==> config.mk <==
export PLATFORM = sky130hd
export DESIGN_NAME = craft_round_cell
export DESIGN_NICKNAME = d
export VERILOG_FILES = /design/src/hw/rtl/craft_pkg.sv /design/src/hw/rtl/craft_round_cell.sv
export SDC_FILE = /design/constraint.sdc
export NUM_CORES = 1
export LEC_CHECK = 0
export BUFFER_PORTS_ARGS = -buffer_cell sky130_fd_sc_hd__buf_2
export CELL_PAD_IN_SITES_DETAIL_PLACEMENT = 1
export CELL_PAD_IN_SITES_GLOBAL_PLACEMENT = 1
export CORE_MARGIN = 5
export CORE_UTILIZATION = 39
export DETAILED_ROUTE_END_ITERATION = 10
export PLACE_DENSITY_LB_ADDON = 0.05
export SYNTH_ARGS = -nofsm -noshare
export SYNTH_HDL_FRONTEND = slang
export SYNTH_SLANG_ARGS = --single-unit
export TNS_END_PERCENT = 30
==> constraint.sdc <==
create_clock -name clk -period 12.1 [get_ports clk]
set_input_delay 2.42 -clock clk [delete_from_list [all_inputs] [get_ports clk]]
set_output_delay 2.42 -clock clk [all_outputs]
set_load 0.01 [all_outputs]
==> src/hw/rtl/craft_pkg.sv <==
// shared constants, tables, types and round function for the craft cipher block
`default_nettype none

package craft_pkg;

    localparam int unsigned WORD_W          = 64;
    localparam int unsigned NIBBLE_W        = 4;
    localparam int unsigned NUM_NIBBLES     = 16;
    localparam int unsigned NUM_ROUNDS      = 32;
    localparam int unsigned LAST_ROUND      = 31;
    localparam int unsigned ROUND_IDX_W     = 5;
    localparam int unsigned ROUND_CNT_W     = 6;
    localparam int unsigned CFG_IDX_W       = 3;
    localparam logic [ROUND_CNT_W-1:0] ROUND_CNT_RESET = 6'd7;

    // configuration register indexes
    typedef enum logic [CFG_IDX_W-1:0] {
        REG_KEY_ZERO    = 3'd0,
        REG_KEY_ONE     = 3'd1,
        REG_INPUT_MASK  = 3'd2,
        REG_OUTPUT_MASK = 3'd3,
        REG_ROUND_COUNT = 3'd4
    } cfg_reg_t;

    // payload carried down the chain of round cells
    typedef struct packed {
        logic [WORD_W-1:0] state;
        logic [WORD_W-1:0] plain;
    } craft_stage_t;

    localparam logic [3:0] SBOX [NUM_NIBBLES] = '{
        4'hc, 4'ha, 4'hd, 4'h3, 4'he, 4'hb, 4'hf, 4'h7,
        4'h8, 4'h9, 4'h1, 4'h5, 4'h0, 4'h2, 4'h4, 4'h6
    };

    localparam logic [3:0] PERM [NUM_NIBBLES] = '{
        4'd15, 4'd12, 4'd13, 4'd14, 4'd10, 4'd9, 4'd8, 4'd11,
        4'd6, 4'd5, 4'd4, 4'd7, 4'd1, 4'd2, 4'd3, 4'd0
    };

    localparam logic [3:0] RC_A [NUM_ROUNDS] = '{
        4'h1, 4'h8, 4'h4, 4'h2, 4'h9, 4'hc, 4'h6, 4'hb,
        4'h5, 4'ha, 4'hd, 4'he, 4'hf, 4'h7, 4'h3, 4'h1,
        4'h8, 4'h4, 4'h2, 4'h9, 4'hc, 4'h6, 4'hb, 4'h5,
        4'ha, 4'hd, 4'he, 4'hf, 4'h7, 4'h3, 4'h1, 4'h8
    };

    localparam logic [3:0] RC_B [NUM_ROUNDS] = '{
        4'h1, 4'h4, 4'h2, 4'h5, 4'h6, 4'h7, 4'h3, 4'h1,
        4'h4, 4'h2, 4'h5, 4'h6, 4'h7, 4'h3, 4'h1, 4'h4,
        4'h2, 4'h5, 4'h6, 4'h7, 4'h3, 4'h1, 4'h4, 4'h2,
        4'h5, 4'h6, 4'h7, 4'h3, 4'h1, 4'h4, 4'h2, 4'h5
    };

    // one cipher round; nibble 0 sits in the top four bits
    function automatic logic [WORD_W-1:0] craft_round(
        input logic [WORD_W-1:0] s,
        input logic [WORD_W-1:0] key,
        input logic [3:0]        rc_a,
        input logic [3:0]        rc_b,
        input logic              last
    );
        logic [3:0]        n [NUM_NIBBLES];
        logic [3:0]        t [NUM_NIBBLES];
        logic [WORD_W-1:0] w;
        for (int i = 0; i < NUM_NIBBLES; i++)
        begin
            n[i] = s[WORD_W-1-NIBBLE_W*i -: NIBBLE_W];
        end
        // mix columns
        for (int c = 0; c < 4; c++)
        begin
            n[c]   = n[c] ^ n[c+8] ^ n[c+12];
            n[c+4] = n[c+4] ^ n[c+12];
        end
        // round constants
        n[4] = n[4] ^ rc_a;
        n[5] = n[5] ^ rc_b;
        // tweakey
        for (int i = 0; i < NUM_NIBBLES; i++)
        begin
            n[i] = n[i] ^ key[WORD_W-1-NIBBLE_W*i -: NIBBLE_W];
        end
        // permutation and s-box, skipped in the last round
        if (!last)
        begin
            for (int i = 0; i < NUM_NIBBLES; i++)
            begin
                t[PERM[i]] = n[i];
            end
            for (int i = 0; i < NUM_NIBBLES; i++)
            begin
                n[i] = SBOX[t[i]];
            end
        end
        w = '0;
        for (int i = 0; i < NUM_NIBBLES; i++)
        begin
            w[WORD_W-1-NIBBLE_W*i -: NIBBLE_W] = n[i];
        end
        return w;
    endfunction

endpackage

`default_nettype wire

==> src/hw/rtl/craft_round_cell.sv <==
// one round cell of the cipher chain: one round of logic and one pipeline register
`default_nettype none

module craft_round_cell #(
    parameter int unsigned ROUND = 0
) (
    input  wire logic                           clk,
    input  wire logic                           rst_n,
    input  wire logic                           in_valid,
    output logic                                in_ready,
    input  wire craft_pkg::craft_stage_t        in_data,
    input  wire logic                           round_en,
    input  wire logic [craft_pkg::WORD_W-1:0]   round_key,
    output logic                                out_valid,
    input  wire logic                           out_ready,
    output craft_pkg::craft_stage_t             out_data
);

    localparam logic [craft_pkg::ROUND_IDX_W-1:0] RIDX =
        craft_pkg::ROUND_IDX_W'(ROUND);
    localparam logic IS_LAST = (ROUND == craft_pkg::LAST_ROUND);

    logic                       valid_reg;
    craft_pkg::craft_stage_t    data_reg;
    craft_pkg::craft_stage_t    data_next;

    // cell takes a new item when empty or when its item moves on
    assign in_ready  = !valid_reg || out_ready;
    assign out_valid = valid_reg;
    assign out_data  = data_reg;

    // round logic, bypassed beyond the configured round count
    always_comb
    begin
        data_next.plain = in_data.plain;
        if (round_en)
        begin
            data_next.state = craft_pkg::craft_round(in_data.state, round_key,
                                                     craft_pkg::RC_A[RIDX],
                                                     craft_pkg::RC_B[RIDX], IS_LAST);
        end
        else
        begin
            data_next.state = in_data.state;
        end
    end

    // valid flag
    always_ff @(posedge clk or negedge rst_n)
    begin
        if (!rst_n)
        begin
            valid_reg <= 1'b0;
        end
        else if (in_ready)
        begin
            valid_reg <= in_valid;
        end
    end

    // payload register
    always_ff @(posedge clk)
    begin
        if (in_ready && in_valid)
        begin
            data_reg <= data_next;
        end
    end

endmodule

`default_nettype wire

-- Word level (Yosys, flattened, before mapping)
Memories as Yosys holds them, arrays and structs flattened.
Cells that the tools add are included.
W data, S select, Z words.
- register bits after elaboration: 129
- ROM bits: 1024
- output and inout port bits: 130
- logic and storage cells: 117
- memories kept: 16
- magnitude comparators: 16
- muxes and demuxes: 33
- bitwise logic cells: 46
- reductions and logical operators: 3
- memory list (memory ; words ; width ; read ports ; clocked after memory_dff ; wr ports ; line ; text):
    (no name shown) ; 16 ; 4 ; 1 ; 0 ; 0 ; craft_pkg.sv:93 ; n[i] = SBOX[t[i]];
    (no name shown) ; 16 ; 4 ; 1 ; 0 ; 0 ; craft_pkg.sv:93 ;
    (no name shown) ; 16 ; 4 ; 1 ; 0 ; 0 ; craft_pkg.sv:93 ;
    (no name shown) ; 16 ; 4 ; 1 ; 0 ; 0 ; craft_pkg.sv:93 ;
    (no name shown) ; 16 ; 4 ; 1 ; 0 ; 0 ; craft_pkg.sv:93 ;
    (no name shown) ; 16 ; 4 ; 1 ; 0 ; 0 ; craft_pkg.sv:93 ;
    10 more memories ; n/a ; n/a ; n/a ; n/a ; n/a ; n/a ;
- operators with widths (operator ; count):
    $mux W4 ; 32
    $xor A4 B4 Y4 ; 28
    $ge A5 B5 Y1 const B ; 16
    $not A4 Y5 ; 16
    $mux W64 ; 1
    $not A1 Y1 ; 2
    $logic_and A1 B1 Y1 ; 1
    $logic_not A1 Y1 ; 1
    $logic_or A1 B1 Y1 ; 1

-- Depth between registers and ports, before layout
- word-level depth: 8
- gate-level depth with buffers: 5
- depth with buffers taken out: 4

-- Worst setup path after synthesis
OpenSTA, ideal clock, no wires.
- path type: input to register
- from: input port out_ready
- to: register data_reg (netlist bit out_data[0]), enable pin
- library setup time: 0.503 ns
- arrival time: 5.580 ns
- data required time: 11.597 ns
- path slack: 6.017 ns
- cell stages on the path: 2
- path buffers: 0
- cells stage by stage: nand2b_1 > and2_1
- cells in the longest elaborated chain, start to end: 2
- ends and longest elaborated chain (item ; line ; text):
    start: declaration ; craft_round_cell.sv:15 ; input wire logic out_ready,
    $logic_or A1 B1 Y1 ; craft_round_cell.sv:28 ; assign in_ready = !valid_reg || out_ready;
    $logic_and A1 B1 Y1 ; craft_round_cell.sv:64 ; if (in_ready && in_valid)
    end signal: assignment ; craft_round_cell.sv:66 ; data_reg <= data_next;
    end: declaration ; craft_round_cell.sv:24 ; craft_pkg::craft_stage_t data_reg;
No other way between the ends.
A chain may end at the register's enable or synchronous reset.

-- Worst setup path in the final report
- from: input port out_ready
- to: output port in_ready
- cells in the longest elaborated chain, start to end: 1
- ends and longest elaborated chain (item ; line ; text):
    $logic_or A1 B1 Y1 ; craft_round_cell.sv:28 ;
    end: declaration ; craft_round_cell.sv:10 ; output logic in_ready,
No other way between the ends.

==> out/summary.txt <==
Crit-path cells: buf_2 -> nand2b_1 -> buf_2
Crit path launch type: input port
Highest Clock Rate: 190 MHz
Initial antenna violation count: 1
Clock Sinks: 129
Top-area cell type share of the netlist area: 55.5%
Worst Setup End Kind: output port
GPL Wtd Cong: 0.863
Area growth syn-to-layout: 34.2%
CTS max path bufs: 2
Synthesized Nets: 725
Initial Utilization: 39.9%
Total Die Area: 20500 sq um
Die width: 143 microns
Vias: 5426
Most common cell after layout, fill and taps aside: buf_2
TritonCTS clock tree: yes
RSZ-0062 raised after global routing: no
Hpwl dp: 17.4 mm
WHS: 0.561 ns
Worst Path Buf+Inv: 2
Insertion delay to the later sink of the worst-skew pair: 0.41 ns
CTS buffer count: 17
Final Setup Violations: 0
Post-Syn Area: 6930 sq um
Placed Cells: 1061
CP delay by family, top: buffers and inverters
Mapped Avg Cell Area: 13.1 sq um
Seq cells post-synth: 129
Commonest non-fill, non-tap cells in the layout: 326 x buf_2, 128 x edfxtp_1, 67 x a21oi_1
Global-route wire length before repair: 32.8 mm
Wire per inst: 20.5 microns
Fin crit share: 43.5%
Resized Gates After CTS: 0
Clock slew at reported path FFs: 0.06 ns
Die height: 143 microns
Sequential element share of the synthesized area: 55.9%
Pin count of the biggest net entering global routing: 81
Critical path peak fanout: 3
Most used cell, CP: buf_2
Pre-antenna DRT Iters: 4
Post-synthesis cell count: 528
PwrDens: 144 nW/um^2
Total congestion overflow: 0
Ys Warns: 0
Critical Path AT: 2.84 ns
Synth area leaders: edfxtp_1 55%, xnor2_1 8.0%, a21oi_1 4.8%
Max VDD drop: 0.0980 mV
Post-route minimum period: 5.26 ns
Worst hold-check path type: flip-flop to flip-flop
Top-level port count: 327
Slew Limit Fails: 0
Port Buffers: 326
Via/cell ratio: 4.96
Setup TNS: 0 ns
Final WL: 22.4 mm
Slew margin rel.: 41.8%
Post-DRT Antenna Nets: 0
Synth unique cells: 39
P_leak: 3.97 nW
CTS H-tree lvls: 4
Maxcap violations: 0
Layout Nets: 1052
Crit-path max cell delay: 0.17 ns
Critical path class: input port to output port
Status: completed
Fin cells: 1094
Core Rows: 48
Layout cells sized above 1: 46.0%
Crit-path slowest cell: nand2b_1
Postcts setup bufs: 0
DR iter-0 viols: 208
Vias in the first global route: 5864
Core Area: 17400 sq um
Clock Skews: 0.0155 ns
Hold_buf cts: 0
Worst R2R Setup Slack: 9.63 ns
Required @ worst endpoint: 9.68 ns
Hold Violations, Final: 0
Post-synth top area cell: edfxtp_1
# DRC: 0
Tot GR Track Use: 21.1%
CTS root buffer: clkbuf_16
Worst Tran Pin Value: 0.874 ns
==> cell families (layout without fill, tap and decap cells) <==
group / after synthesis / after routing / synth area share (%)
fa+ha+maj: 2 / 2 / 0.289
buf+inv: 31 / 371 / 2.58
mux: 8 / 8 / 1.30
xor+xnor: 130 / 130 / 21.9
compound gates: 154 / 154 / 13.4
simple gates: 74 / 74 / 4.66
flops: 129 / 129 / 55.9
other cells: 0 / 1 / 0
==> per-layer routing <==
| layer | vias to the layer above | track usage, % | routed length [microns] |
|---|---|---|---|
| met3 | 19 | 5.43 | 1640 |
| met2 | 215 | 38.7 | 11800 |
| li1 | 2596 | - | - |
| met5 | - | 0 | 0 |
| met4 | 0 | 6.99 | 375 |
| met1 | 2596 | 23.9 | 8510 |
==> flip-flops by register name, indices dropped and copies added (netlist names) <==
| register | flops |
|---|---|
| out_data | 128 |
| out_valid | 1 |
==> layout make-up <==
cell class,count,area [sq um]
Clock inverter,15,148
Timing Repair Buffer,328,1650
Tap cell,225,282
Antenna cell,1,2.50
Clock buffer,17,425
Multi-Input combinational cell,368,2880
Sequential cell,129,3870
Fill cell,1963,8060
Inverter,11,41.3
==> synth_stat cells (all sizes together) <==
cell type	n
and2	1
o221ai	9
maj3	2
o31ai	4
clkbuf	13
buf	7
nor2	48
o21ai	39
a21o	8
a21oi	67
and3	4
nand2b	4
or2	4
dfrtp	1
a221o	4
o2bb2ai	8
a22o	4
a221oi	5
a211o	2
xor3	2
xor2	38
nor2b	2
mux2	8
nand2	11
a31oi	4
xnor3	10
xnor2	80
inv	11
edfxtp	128
==> path summary, 6_finish.rpt <==
check | to | startpoint | depth (start not counted)
max | in_ready | out_ready | 3
min | out_valid | out_valid | 2
max reg2reg | out_data[120] | out_valid | 3
min reg2reg | out_valid | out_valid | 2
max in group asynchronous | out_valid | rst_n | 1
min in group asynchronous | out_valid | rst_n | 1
==> worst reg2reg max path: cells and delay by family, from the launching register on <==
| kind | cells | cell delay [ns] |
|---|---|---|
| buffers and inverters | 1 | 0.81 |
| flip-flops | 1 | 0.37 |
| AND/OR/NAND/NOR | 2 | 0.87 |
==> power breakdown <==
group	leakage [nW]	switching [mW]	internal, mW
combinational	2.47	0.166	0.127
sequential	1.23	0.00779	0.535
clock	0.269	0.213	0.289
total	3.97	0.386	0.951
==> metrics by stage <==
| step | utilization [%] | total power [mW] | setup WS [ns] | area (sq um) |
|---|---|---|---|---|
| after detailed placement | 50.2 | 0.846 | 6.84 | 8720 |
| after floorplan | - | 0.735 | 6.02 | 6930 |
| after global placement | 50.2 | 0.835 | 6.87 | 8720 |
| after CTS | 53.5 | 1.35 | 6.84 | 9290 |
| final | 53.6 | 1.34 | 6.84 | 9300 |
| after global routing | 53.6 | 1.40 | 6.83 | 9300 |
(Power assumes the default switching activity.)
