[config.mk]
export PLATFORM = sky130hd
export DESIGN_NAME = craft_parity_out_flat
export DESIGN_NICKNAME = d
export VERILOG_FILES = /design/src/hw/rtl/craft_pkg.sv /design/src/hw/rtl/craft_if.sv /design/src/hw/rtl/craft_parity_out.sv /design/src/flat_wrapper.sv
export SDC_FILE = /design/constraint.sdc
export NUM_CORES = 1
export LEC_CHECK = 0
export ABC_AREA = 1
export BUFFER_PORTS_ARGS = -buffer_cell sky130_fd_sc_hd__buf_2
export CORE_AREA = 2 2 128 130
export CTS_CLUSTER_SIZE = 20
export DETAILED_ROUTE_END_ITERATION = 8
export DIE_AREA = 0 0 130 132
export PLACE_DENSITY = 0.66
export SYNTH_ARGS = -nofsm -noshare
export SYNTH_HDL_FRONTEND = slang
export SYNTH_SLANG_ARGS = --single-unit
[constraint.sdc]
create_clock -name clk -period 11.8 [get_ports clk]
set_input_delay 2.36 -clock clk [delete_from_list [all_inputs] [get_ports clk]]
set_output_delay 2.36 -clock clk [all_outputs]
set_load 0.01 [all_outputs]
[src/hw/rtl/craft_pkg.sv]
// shared constants, tables, types and round function for the craft cipher block
`default_nettype none

package craft_pkg;

    localparam int unsigned WORD_W          = 64;
    localparam int unsigned NIBBLE_W        = 4;
    localparam int unsigned NUM_NIBBLES     = 16;
    localparam int unsigned NUM_ROUNDS      = 32;
    localparam int unsigned LAST_ROUND      = 31;
    localparam int unsigned ROUND_IDX_W     = 5;
    localparam int unsigned ROUND_CNT_W     = 6;
    localparam int unsigned CFG_IDX_W       = 3;
    localparam logic [ROUND_CNT_W-1:0] ROUND_CNT_RESET = 6'd7;

    // configuration register indexes
    typedef enum logic [CFG_IDX_W-1:0] {
        REG_KEY_ZERO    = 3'd0,
        REG_KEY_ONE     = 3'd1,
        REG_INPUT_MASK  = 3'd2,
        REG_OUTPUT_MASK = 3'd3,
        REG_ROUND_COUNT = 3'd4
    } cfg_reg_t;

    // payload carried down the chain of round cells
    typedef struct packed {
        logic [WORD_W-1:0] state;
        logic [WORD_W-1:0] plain;
    } craft_stage_t;

    localparam logic [3:0] SBOX [NUM_NIBBLES] = '{
        4'hc, 4'ha, 4'hd, 4'h3, 4'he, 4'hb, 4'hf, 4'h7,
        4'h8, 4'h9, 4'h1, 4'h5, 4'h0, 4'h2, 4'h4, 4'h6
    };

    localparam logic [3:0] PERM [NUM_NIBBLES] = '{
        4'd15, 4'd12, 4'd13, 4'd14, 4'd10, 4'd9, 4'd8, 4'd11,
        4'd6, 4'd5, 4'd4, 4'd7, 4'd1, 4'd2, 4'd3, 4'd0
    };

    localparam logic [3:0] RC_A [NUM_ROUNDS] = '{
        4'h1, 4'h8, 4'h4, 4'h2, 4'h9, 4'hc, 4'h6, 4'hb,
        4'h5, 4'ha, 4'hd, 4'he, 4'hf, 4'h7, 4'h3, 4'h1,
        4'h8, 4'h4, 4'h2, 4'h9, 4'hc, 4'h6, 4'hb, 4'h5,
        4'ha, 4'hd, 4'he, 4'hf, 4'h7, 4'h3, 4'h1, 4'h8
    };

    localparam logic [3:0] RC_B [NUM_ROUNDS] = '{
        4'h1, 4'h4, 4'h2, 4'h5, 4'h6, 4'h7, 4'h3, 4'h1,
        4'h4, 4'h2, 4'h5, 4'h6, 4'h7, 4'h3, 4'h1, 4'h4,
        4'h2, 4'h5, 4'h6, 4'h7, 4'h3, 4'h1, 4'h4, 4'h2,
        4'h5, 4'h6, 4'h7, 4'h3, 4'h1, 4'h4, 4'h2, 4'h5
    };

    // one cipher round; nibble 0 sits in the top four bits
    function automatic logic [WORD_W-1:0] craft_round(
        input logic [WORD_W-1:0] s,
        input logic [WORD_W-1:0] key,
        input logic [3:0]        rc_a,
        input logic [3:0]        rc_b,
        input logic              last
    );
        logic [3:0]        n [NUM_NIBBLES];
        logic [3:0]        t [NUM_NIBBLES];
        logic [WORD_W-1:0] w;
        for (int i = 0; i < NUM_NIBBLES; i++)
        begin
            n[i] = s[WORD_W-1-NIBBLE_W*i -: NIBBLE_W];
        end
        // mix columns
        for (int c = 0; c < 4; c++)
        begin
            n[c]   = n[c] ^ n[c+8] ^ n[c+12];
            n[c+4] = n[c+4] ^ n[c+12];
        end
        // round constants
        n[4] = n[4] ^ rc_a;
        n[5] = n[5] ^ rc_b;
        // tweakey
        for (int i = 0; i < NUM_NIBBLES; i++)
        begin
            n[i] = n[i] ^ key[WORD_W-1-NIBBLE_W*i -: NIBBLE_W];
        end
        // permutation and s-box, skipped in the last round
        if (!last)
        begin
            for (int i = 0; i < NUM_NIBBLES; i++)
            begin
                t[PERM[i]] = n[i];
            end
            for (int i = 0; i < NUM_NIBBLES; i++)
            begin
                n[i] = SBOX[t[i]];
            end
        end
        w = '0;
        for (int i = 0; i < NUM_NIBBLES; i++)
        begin
            w[WORD_W-1-NIBBLE_W*i -: NIBBLE_W] = n[i];
        end
        return w;
    endfunction

endpackage

`default_nettype wire

[src/hw/rtl/craft_if.sv]
// handshake interfaces for plaintext, result and configuration channels
`default_nettype none


interface craft_ct_if;
    logic                           valid;
    logic                           ready;
    logic [craft_pkg::WORD_W-1:0]   ciphertext;
    logic                           mask_parity;

    modport source (output valid, output ciphertext, output mask_parity, input ready);
    modport sink   (input valid, input ciphertext, input mask_parity, output ready);
endinterface


`default_nettype wire

[src/hw/rtl/craft_parity_out.sv]
// output stage: masked parity and the result register
`default_nettype none

module craft_parity_out (
    input  wire logic                           clk,
    input  wire logic                           rst_n,
    input  wire logic                           in_valid,
    output logic                                in_ready,
    input  wire craft_pkg::craft_stage_t        in_data,
    input  wire logic [craft_pkg::WORD_W-1:0]   input_mask,
    input  wire logic [craft_pkg::WORD_W-1:0]   output_mask,
    craft_ct_if.source                          cipher
);

    logic                           valid_reg;
    logic [craft_pkg::WORD_W-1:0]   ct_reg;
    logic                           parity_reg;
    logic                           parity_next;

    assign in_ready           = !valid_reg || cipher.ready;
    assign cipher.valid       = valid_reg;
    assign cipher.ciphertext  = ct_reg;
    assign cipher.mask_parity = parity_reg;

    // parity of masked plaintext xor masked ciphertext
    assign parity_next = ^((in_data.plain & input_mask) ^ (in_data.state & output_mask));

    // valid flag
    always_ff @(posedge clk or negedge rst_n)
    begin
        if (!rst_n)
        begin
            valid_reg <= 1'b0;
        end
        else if (in_ready)
        begin
            valid_reg <= in_valid;
        end
    end

    // result register
    always_ff @(posedge clk)
    begin
        if (in_ready && in_valid)
        begin
            ct_reg     <= in_data.state;
            parity_reg <= parity_next;
        end
    end

endmodule

`default_nettype wire
[src/flat_wrapper.sv]
// flat-port wrapper written by rule: the top's interface ports become plain ports
module craft_parity_out_flat 
  (clk, rst_n, in_valid, in_ready, in_data, input_mask, output_mask, cipher_valid, cipher_ciphertext, cipher_mask_parity, cipher_ready);
  craft_ct_if cipher_i ();
  input  wire logic clk;
  input  wire logic rst_n;
  input  wire logic in_valid;
  output logic in_ready;
  input  wire craft_pkg::craft_stage_t in_data;
  input  wire logic [craft_pkg::WORD_W-1:0] input_mask;
  input  wire logic [craft_pkg::WORD_W-1:0] output_mask;
  output wire logic [$bits(cipher_i.valid)-1:0] cipher_valid;
  output wire logic [$bits(cipher_i.ciphertext)-1:0] cipher_ciphertext;
  output wire logic [$bits(cipher_i.mask_parity)-1:0] cipher_mask_parity;
  input wire logic [$bits(cipher_i.ready)-1:0] cipher_ready;
  assign cipher_valid = cipher_i.valid;
  assign cipher_ciphertext = cipher_i.ciphertext;
  assign cipher_mask_parity = cipher_i.mask_parity;
  assign cipher_i.ready = cipher_ready;
  craft_parity_out u_core (.clk(clk), .rst_n(rst_n), .in_valid(in_valid), .in_ready(in_ready), .in_data(in_data), .input_mask(input_mask), .output_mask(output_mask), .cipher(cipher_i));
endmodule
# After elaboration in Yosys (flattened, before gate mapping)
# Index checks and enable logic that the tools add are counted.
dict set report word_totals {
  ff_bits 66
  inputBits 260
  output_inout_bits 67
  wordCells 10
}
dict set report classes {
  bitwise 3
  n_reduce_logical 4
}
# op n
set ops {}
lappend ops {{$and 64x64->64} 2}
lappend ops {{$reduce_xor 64->1} 1}
lappend ops {{$xor 64x64->64} 1}
lappend ops {{$logic_and 1x1->1} 1}
lappend ops {{$logic_not 1->1} 1}
lappend ops {{$logic_or 1x1->1} 1}

# Logic depth before layout (Yosys ltp)
# Gate-level depths: netlist of the first run.
dict set report depth {
  ltp_word 3
  depth_mapped 18
  ltp_nobuf 18
}

# Worst setup path before layout of the first run
# OpenSTA, ideal clock, no wires.
dict set report synth_path {
  path_kind {in2reg}
  start {input in_valid}
  end {register u_core.ct_reg (netlist bit u_core.cipher.ciphertext[0]) (enable)}
  setup_time_ps 509
  arrival_ps 5556
  slack_ps 5734
  cell_stages 2
  n_path_buf 0
  cell_sequence {inv_1 -> a21oi_1}
}
dict set report synth_via {
  elab_chain_cells 1
}
# item line_no
set synth_rtl {}
lappend synth_rtl {{start: declaration} flat_wrapper.sv:7} ;# input wire logic in_valid;
lappend synth_rtl {{$logic_and 1x1->1} craft_parity_out.sv:44} ;# if (in_ready && in_valid)
lappend synth_rtl {{end signal: assignment} craft_parity_out.sv:46} ;# ct_reg <= in_data.state;
lappend synth_rtl {{end: declaration} craft_parity_out.sv:16} ;# logic [craft_pkg::WORD_W-1:0] ct_reg;
# No other way between the ends.
# A chain may end at the register's enable or synchronous reset.

# Final worst setup path of the first run
dict set report layout_path {
  start {input cipher_ready}
  end {output in_ready}
}
dict set report layout_via {
  elab_chain_cells 1
}
# item line_no
set layout_rtl {}
lappend layout_rtl {{start: declaration} flat_wrapper.sv:15} ;# input wire logic [$bits(cipher_i.ready)-1:0] cipher_ready;
lappend layout_rtl {{$logic_or 1x1->1} craft_parity_out.sv:20} ;# assign in_ready = !valid_reg || cipher.ready;
lappend layout_rtl {{end: declaration} flat_wrapper.sv:8} ;# output logic in_ready;
# No other way between the ends.

==> impl_metrics.py, run 1 <==
metrics = {
    "logic_synthesis": {
        "yosysWarnings": 0,
        "ys_top_cells_by_count": "nand2_1 (655), inv_1 (83), edfxtp_1 (65)",
        "ys_seq_area_share_pct": 36.1,
        "synth_area_um2": 5470,
        "postSynthRegisterBits": 66,
        "post_synth_num_cell_types": 12,
        "syn_inst": 893,
        "synth_top_area_share_pct": 45.0,
        "yosysMostFrequentCell": "nand2_1",
        "synth_area_per_cell_um2": 6.12,
        "synth_fp_nets": 1153,
        "synth_area_leaders": "nand2_1 (45%), edfxtp_1 (36%), inv_1 (5.7%)",
        "synth-edff-count": 65,
        "synth-main-ff-cell": "edfxtp_1",
        "async_flop_share_pct": 1.52,
        "yosys.area.top_type": "nand2_1",
    },
    "routing": {
        "first_iter_violations": 156,
        "drt_wl_total_um": 14800,
        "vias_per_cell": 4.20,
        "drc": 0,
        "post_drt_wl_per_cell_um": 10.2,
        "vias": 6104,
        "firstDrtPassIters": 4,
        "ant_nets": 0,
    },
    "placed_design": {
        "dp_slack_ns": 6.68,
        "dp_hpwl_um": 12700,
        "dpl_cell_area_um2": 7390,
        "port_buffers": 326,
        "gp_routability_congestion": 0.777,
    },
    "min_path": {
        "whs_path_depth": 2,
        "worstHoldEndpoint": "u_core.cipher.valid",
        "min_from": "u_core.cipher.valid",
        "min_path_type": "flip-flop to flip-flop",
    },
    "cells_and_area": {
        "diodes": 0,
        "final_area_um2": 7680,
        "area_delta_synth_final_pct": 40.4,
        "utilization_pct": 48.9,
        "layout.nets": 1491,
        "largest_register_ffs": 64,
        "drive_gt1_share_pct": 30.7,
    },
    "cts": {
        "cts_tree": "yes",
        "hold_buffers": 0,
        "cts-root-buf": "clkbuf_16",
        "clk_latency_ns": 0.33,
        "path_clk_slew_ns": 0.05,
        "post-cts-setup-buffers": 0,
        "cts.repair.resized": 0,
        "numCtsBuffers": 9,
        "clk_path_buf_depth": 2,
        "htreeDepth": 3,
        "clock_sinks": 66,
    },
    "die": {
        "io_pins": 327,
        "die_area_um2": 17200,
        "die_w_um": 130,
        "core-area_um2": 15700,
        "initial_core_util_pct": 34.8,
        "row_count": 46,
        "die_h_um": 132,
    },
    "sta": {
        "fin_ws_ns": 6.68,
        "setup_viol": 0,
        "slew_headroom_pct": 39.5,
        "fmax_ghz": 0.195,
        "rsz0062_at_grt": "no",
        "min_period_over_period_pct": 43.4,
        "tns_ns": 0,
        "maxSlewViolCount": 0,
        "worst_slew_pin_slew_ns": 0.908,
        "finalHoldViolations": 0,
        "fin_crit_ns": 5.12,
        "fin_skew_ns": 0.00587,
    },
    "setup_path": {
        "endpoint_kind": "output port",
        "r2r-start": "u_core.cipher.valid",
        "crit_arrival_ns": 2.76,
        "r2r_cells": 2,
        "crit_path_max_fanout": 2,
        "crit_type": "input port to output port",
        "critPathRequiredTime_ns": 9.44,
        "critPathLaunchType": "input port",
        "r2r_end": "u_core.cipher.ciphertext[22]",
        "rrSetupSlack_ns": 10.10,
    },
    "flow_run": {
        "maxCapViolations": 0,
    },
    "global_route": {
        "grt_max_degree": 66,
        "antenna_found_initial": 0,
        "grt_pass1_vias": 5671,
        "grt_pass1_wl_um": 23600,
        "track_usage_pct": 17.2,
        "gr-total-overflow": 0,
    },
    "outcome": {
        "status": "finished clean",
    },
    "pwr": {
        "power_leakage_nw": 4.74,
        "ir_worst_vdd_mv": 0.0596,
        "power_density_nw_per_um2": 103,
    },
}
kinds of logic (layout without fill, tap and decap cells):
kind of cell | count (synthesis) | count (layout) | share of synthesized area [%]
AND/OR/NAND/NOR | 691 | 691 | 48.9
buffers and inverters | 84 | 427 | 5.77
flip-flops | 66 | 66 | 36.1
XOR/XNOR | 51 | 51 | 9.13
AO/OA/AOI/OAI | 1 | 1 | 0.0914
critical path, stage by stage:
cell,delay (ns)
buf_2,0.09
inv_1,0.09
nand2_1,0.07
buf_2,0.14
layer usage:
layer,vias to the layer above,track usage (%),share of wire [%]
li1,3353,-,-
met1,2535,17.6,40
met2,199,33.2,51
met3,17,3.45,6.7
met4,0,6.93,2.0
met5,-,0,0
stage by stage:
step | cells | total power, mW | hold slack, ns
CTS | 1452 | 0.802 | 0.578
floorplan | 893 | 0.439 | 0.609
finish | 1452 | 0.789 | 0.576
global route | 1452 | 0.844 | 0.603
global placement | 1436 | 0.520 | 0.576
detailed placement | 1436 | 0.526 | 0.565
report_power, final:
part           switching [mW]  internal [mW]
registers             0.00315          0.275
clock network           0.101          0.169
logic                   0.142         0.0992
area by class of cell:
class	instances	area, µm²
inverters	84	315
flip-flops and latches	66	1980
repair buffers	327	1640
multi-input cells	743	3190
clock buffers	13	250
clock inverters	3	40.0
fillers	1609	8030
well taps	216	270
worst max-delay path by stage:
stage               slack (ns)  cells after the start         start                          end
floorplan                 5.73                      2      in_valid  u_core.cipher.ciphertext[0]
global placement          6.68                      4  cipher_ready                     in_ready
detailed placement        6.68                      4  cipher_ready                     in_ready
CTS                       6.68                      4  cipher_ready                     in_ready
global route              6.64                      4  cipher_ready                     in_ready
finish                    6.68                      4  cipher_ready                     in_ready
placed cells by master, fill, tap and decap left out:
| cell | count |
|---|---|
| nand2_1 | 655 |
| buf_2 | 326 |
| inv_1 | 83 |
| edfxtp_1 | 65 |
| nand2_2 | 30 |
| xor2_1 | 22 |
| xnor2_1 | 22 |
| clkbuf_16 | 9 |
| xnor2_2 | 7 |
| nand3_1 | 3 |
| nor2_1 | 3 |
| clkbuf_1 | 3 |
| clkinv_2 | 2 |
| inv_2 | 1 |
| a21oi_4 | 1 |
| clkbuf_8 | 1 |
| bufinv_16 | 1 |
| buf_4 | 1 |
| dfrtp_1 | 1 |
Note: power is estimated with default switching activity, not from simulation.
==> run 2, diff against run 1 <==
==> constraint.sdc (replaced) <==
create_clock -name clk -period 4.8 [get_ports clk]
set_input_delay 0.96 -clock clk [delete_from_list [all_inputs] [get_ports clk]]
set_output_delay 0.96 -clock clk [all_outputs]
set_load 0.01 [all_outputs]
==> run 2 against run 1 <==
Net effect: total power increased to 2.5 times the previous value; cell area up 0.24%; wire length is 2.4% higher; largest power group is now the clock network.
==> impl_metrics.py, run 2 (synthesis gave the netlist of run 1 again) <==
metrics = {
    "die": {
        "die_w_um": 130,
        "io_pins": 327,
        "die_h_um": 132,
        "die_area_um2": 17200,
        "row_count": 46,
        "core-area_um2": 15700,
        "initial_core_util_pct": 34.8,
    },
    "setup_path": {
        "endpoint_kind": "flip-flop",
        "critPathLaunchType": "input port",
        "critPathRequiredTime_ns": 4.77,
        "crit_type": "input port to flip-flop",
        "crit_path_max_fanout": 46,
        "crit_arrival_ns": 2.35,
    },
    "sta": {
        "rsz0062_at_grt": "no",
        "fmax_ghz": 0.419,
        "fin_crit_ns": 2.38,
        "fin_skew_ns": 0.00493,
        "min_period_over_period_pct": 49.7,
        "worst_slew_pin_slew_ns": 0.699,
        "maxSlewViolCount": 0,
        "tns_ns": 0,
        "finalHoldViolations": 0,
        "slew_headroom_pct": 53.3,
        "setup_viol": 0,
        "fin_ws_ns": 2.42,
    },
    "cells_and_area": {
        "largest_register_ffs": 64,
        "final_cell_mix": "nand2_1 (655), buf_2 (326), inv_1 (83)",
        "layout.nets": 1491,
        "drive_gt1_share_pct": 30.7,
        "area_delta_synth_final_pct": 40.8,
        "diodes": 0,
        "final_area_um2": 7700,
        "layout_commonest_cell": "nand2_1",
    },
    "global_route": {
        "grt_pass1_vias": 5679,
        "gr-total-overflow": 0,
        "antenna_found_initial": 0,
        "grt_pass1_wl_um": 24300,
        "grt_max_degree": 47,
        "track_usage_pct": 17.7,
    },
    "pwr": {
        "comb_power_share_pct": 30.2,
        "power_frac_clock_pct": 35.2,
        "seqPwrFrac_pct": 34.6,
        "power_density_nw_per_um2": 256,
        "power_leakage_nw": 4.75,
        "p_int_mw": 1.36,
        "ir_worst_vdd_mv": 0.148,
        "power_switching_share_pct": 30.9,
        "total_power_mw": 1.97,
        "p_sw_mw": 0.609,
    },
    "routing": {
        "firstDrtPassIters": 5,
        "ant_nets": 0,
        "vias_per_cell": 4.24,
        "first_iter_violations": 132,
        "drc": 0,
        "drt_wl_total_um": 15200,
        "vias": 6150,
        "post_drt_wl_per_cell_um": 10.5,
    },
    "cts": {
        "cts-root-buf": "clkbuf_16",
        "clk_latency_ns": 0.34,
        "numCtsBuffers": 9,
        "clock_sinks": 66,
        "htreeDepth": 3,
        "clk_path_buf_depth": 2,
        "hold_buffers": 0,
        "post-cts-setup-buffers": 0,
        "cts.repair.resized": 0,
        "path_clk_slew_ns": 0.05,
        "cts_tree": "yes",
    },
    "flow_run": {
        "maxCapViolations": 0,
    },
    "placed_design": {
        "dp_hpwl_um": 13100,
        "dpl_cell_area_um2": 7390,
        "port_buffers": 326,
        "dp_slack_ns": 2.03,
        "gp_routability_congestion": 0.770,
    },
    "min_path": {
        "min_path_type": "input port to async pin",
    },
    "outcome": {
        "status": "finished clean",
    },
}
==> run 2: cell types whose count changed in the layout (fill, tap and decap cells not counted), sizes merged <==
cell and change:
clkbuf +1, clkinv -1
==> run 2: layout make-up <==
class | instances | area, µm²
Fill cell | 1613 | 8010
Timing Repair Buffer | 327 | 1640
Multi-Input combinational cell | 743 | 3190
Tap cell | 216 | 270
Clock inverter | 2 | 35.0
Inverter | 84 | 315
Clock buffer | 14 | 274
Sequential cell | 66 | 1980
==> run 2: final timing paths <==
check / from / endpoint / slack [ns] / depth (start not counted)
max: cipher_ready / u_core.cipher.mask_parity / 2.42 / 4
min: rst_n / u_core.cipher.valid / 0.39 / 1
max reg2reg: u_core.cipher.valid / u_core.cipher.mask_parity / 2.74 / 2
min reg2reg: u_core.cipher.valid / u_core.cipher.valid / 0.58 / 2
max in group asynchronous: rst_n / u_core.cipher.valid / 4.32 / 1
min in group clk: u_core.cipher.valid / u_core.cipher.valid / 0.58 / 2
==> run 2: metal layers <==
layer | vias up | GRT usage [%] | routed length, µm | share of wire, %
li1 | 3351 | - | - | -
met4 | 0 | 5.79 | 214 | 1.4
met1 | 2589 | 18.4 | 6010 | 40
met2 | 194 | 34.7 | 8070 | 53
met3 | 16 | 3.29 | 905 | 6.0
met5 | - | 0 | 0 | 0
==> run 2: critical path, stage by stage <==
cell and delay, ns:
buf_2 0.08, inv_1 0.06, a21oi_4 0.57, buf_4 0.62
==> run 2: per-stage QoR <==
| step | instances | hold WS, ns | util, % |
|---|---|---|---|
| floorplan | 893 | 0.609 | - |
| global placement | 1436 | 0.588 | 47.0 |
| detailed placement | 1436 | 0.571 | 47.0 |
| CTS | 1452 | 0.376 | 49.0 |
| global route | 1452 | 0.382 | 49.0 |
| finish | 1452 | 0.391 | 49.0 |
==> run 2: power by group through the flow <==
stage | clock, mW | sequential, mW | combinational (mW)
2_1_floorplan | 0 | 0.716 | 0.364
3_3_place_gp | 0 | 0.693 | 0.587
3_5_place_dp | 0 | 0.694 | 0.603
4_1_cts | 0.717 | 0.682 | 0.605
5_1_grt | 0.732 | 0.685 | 0.696
6_report | 0.694 | 0.682 | 0.596
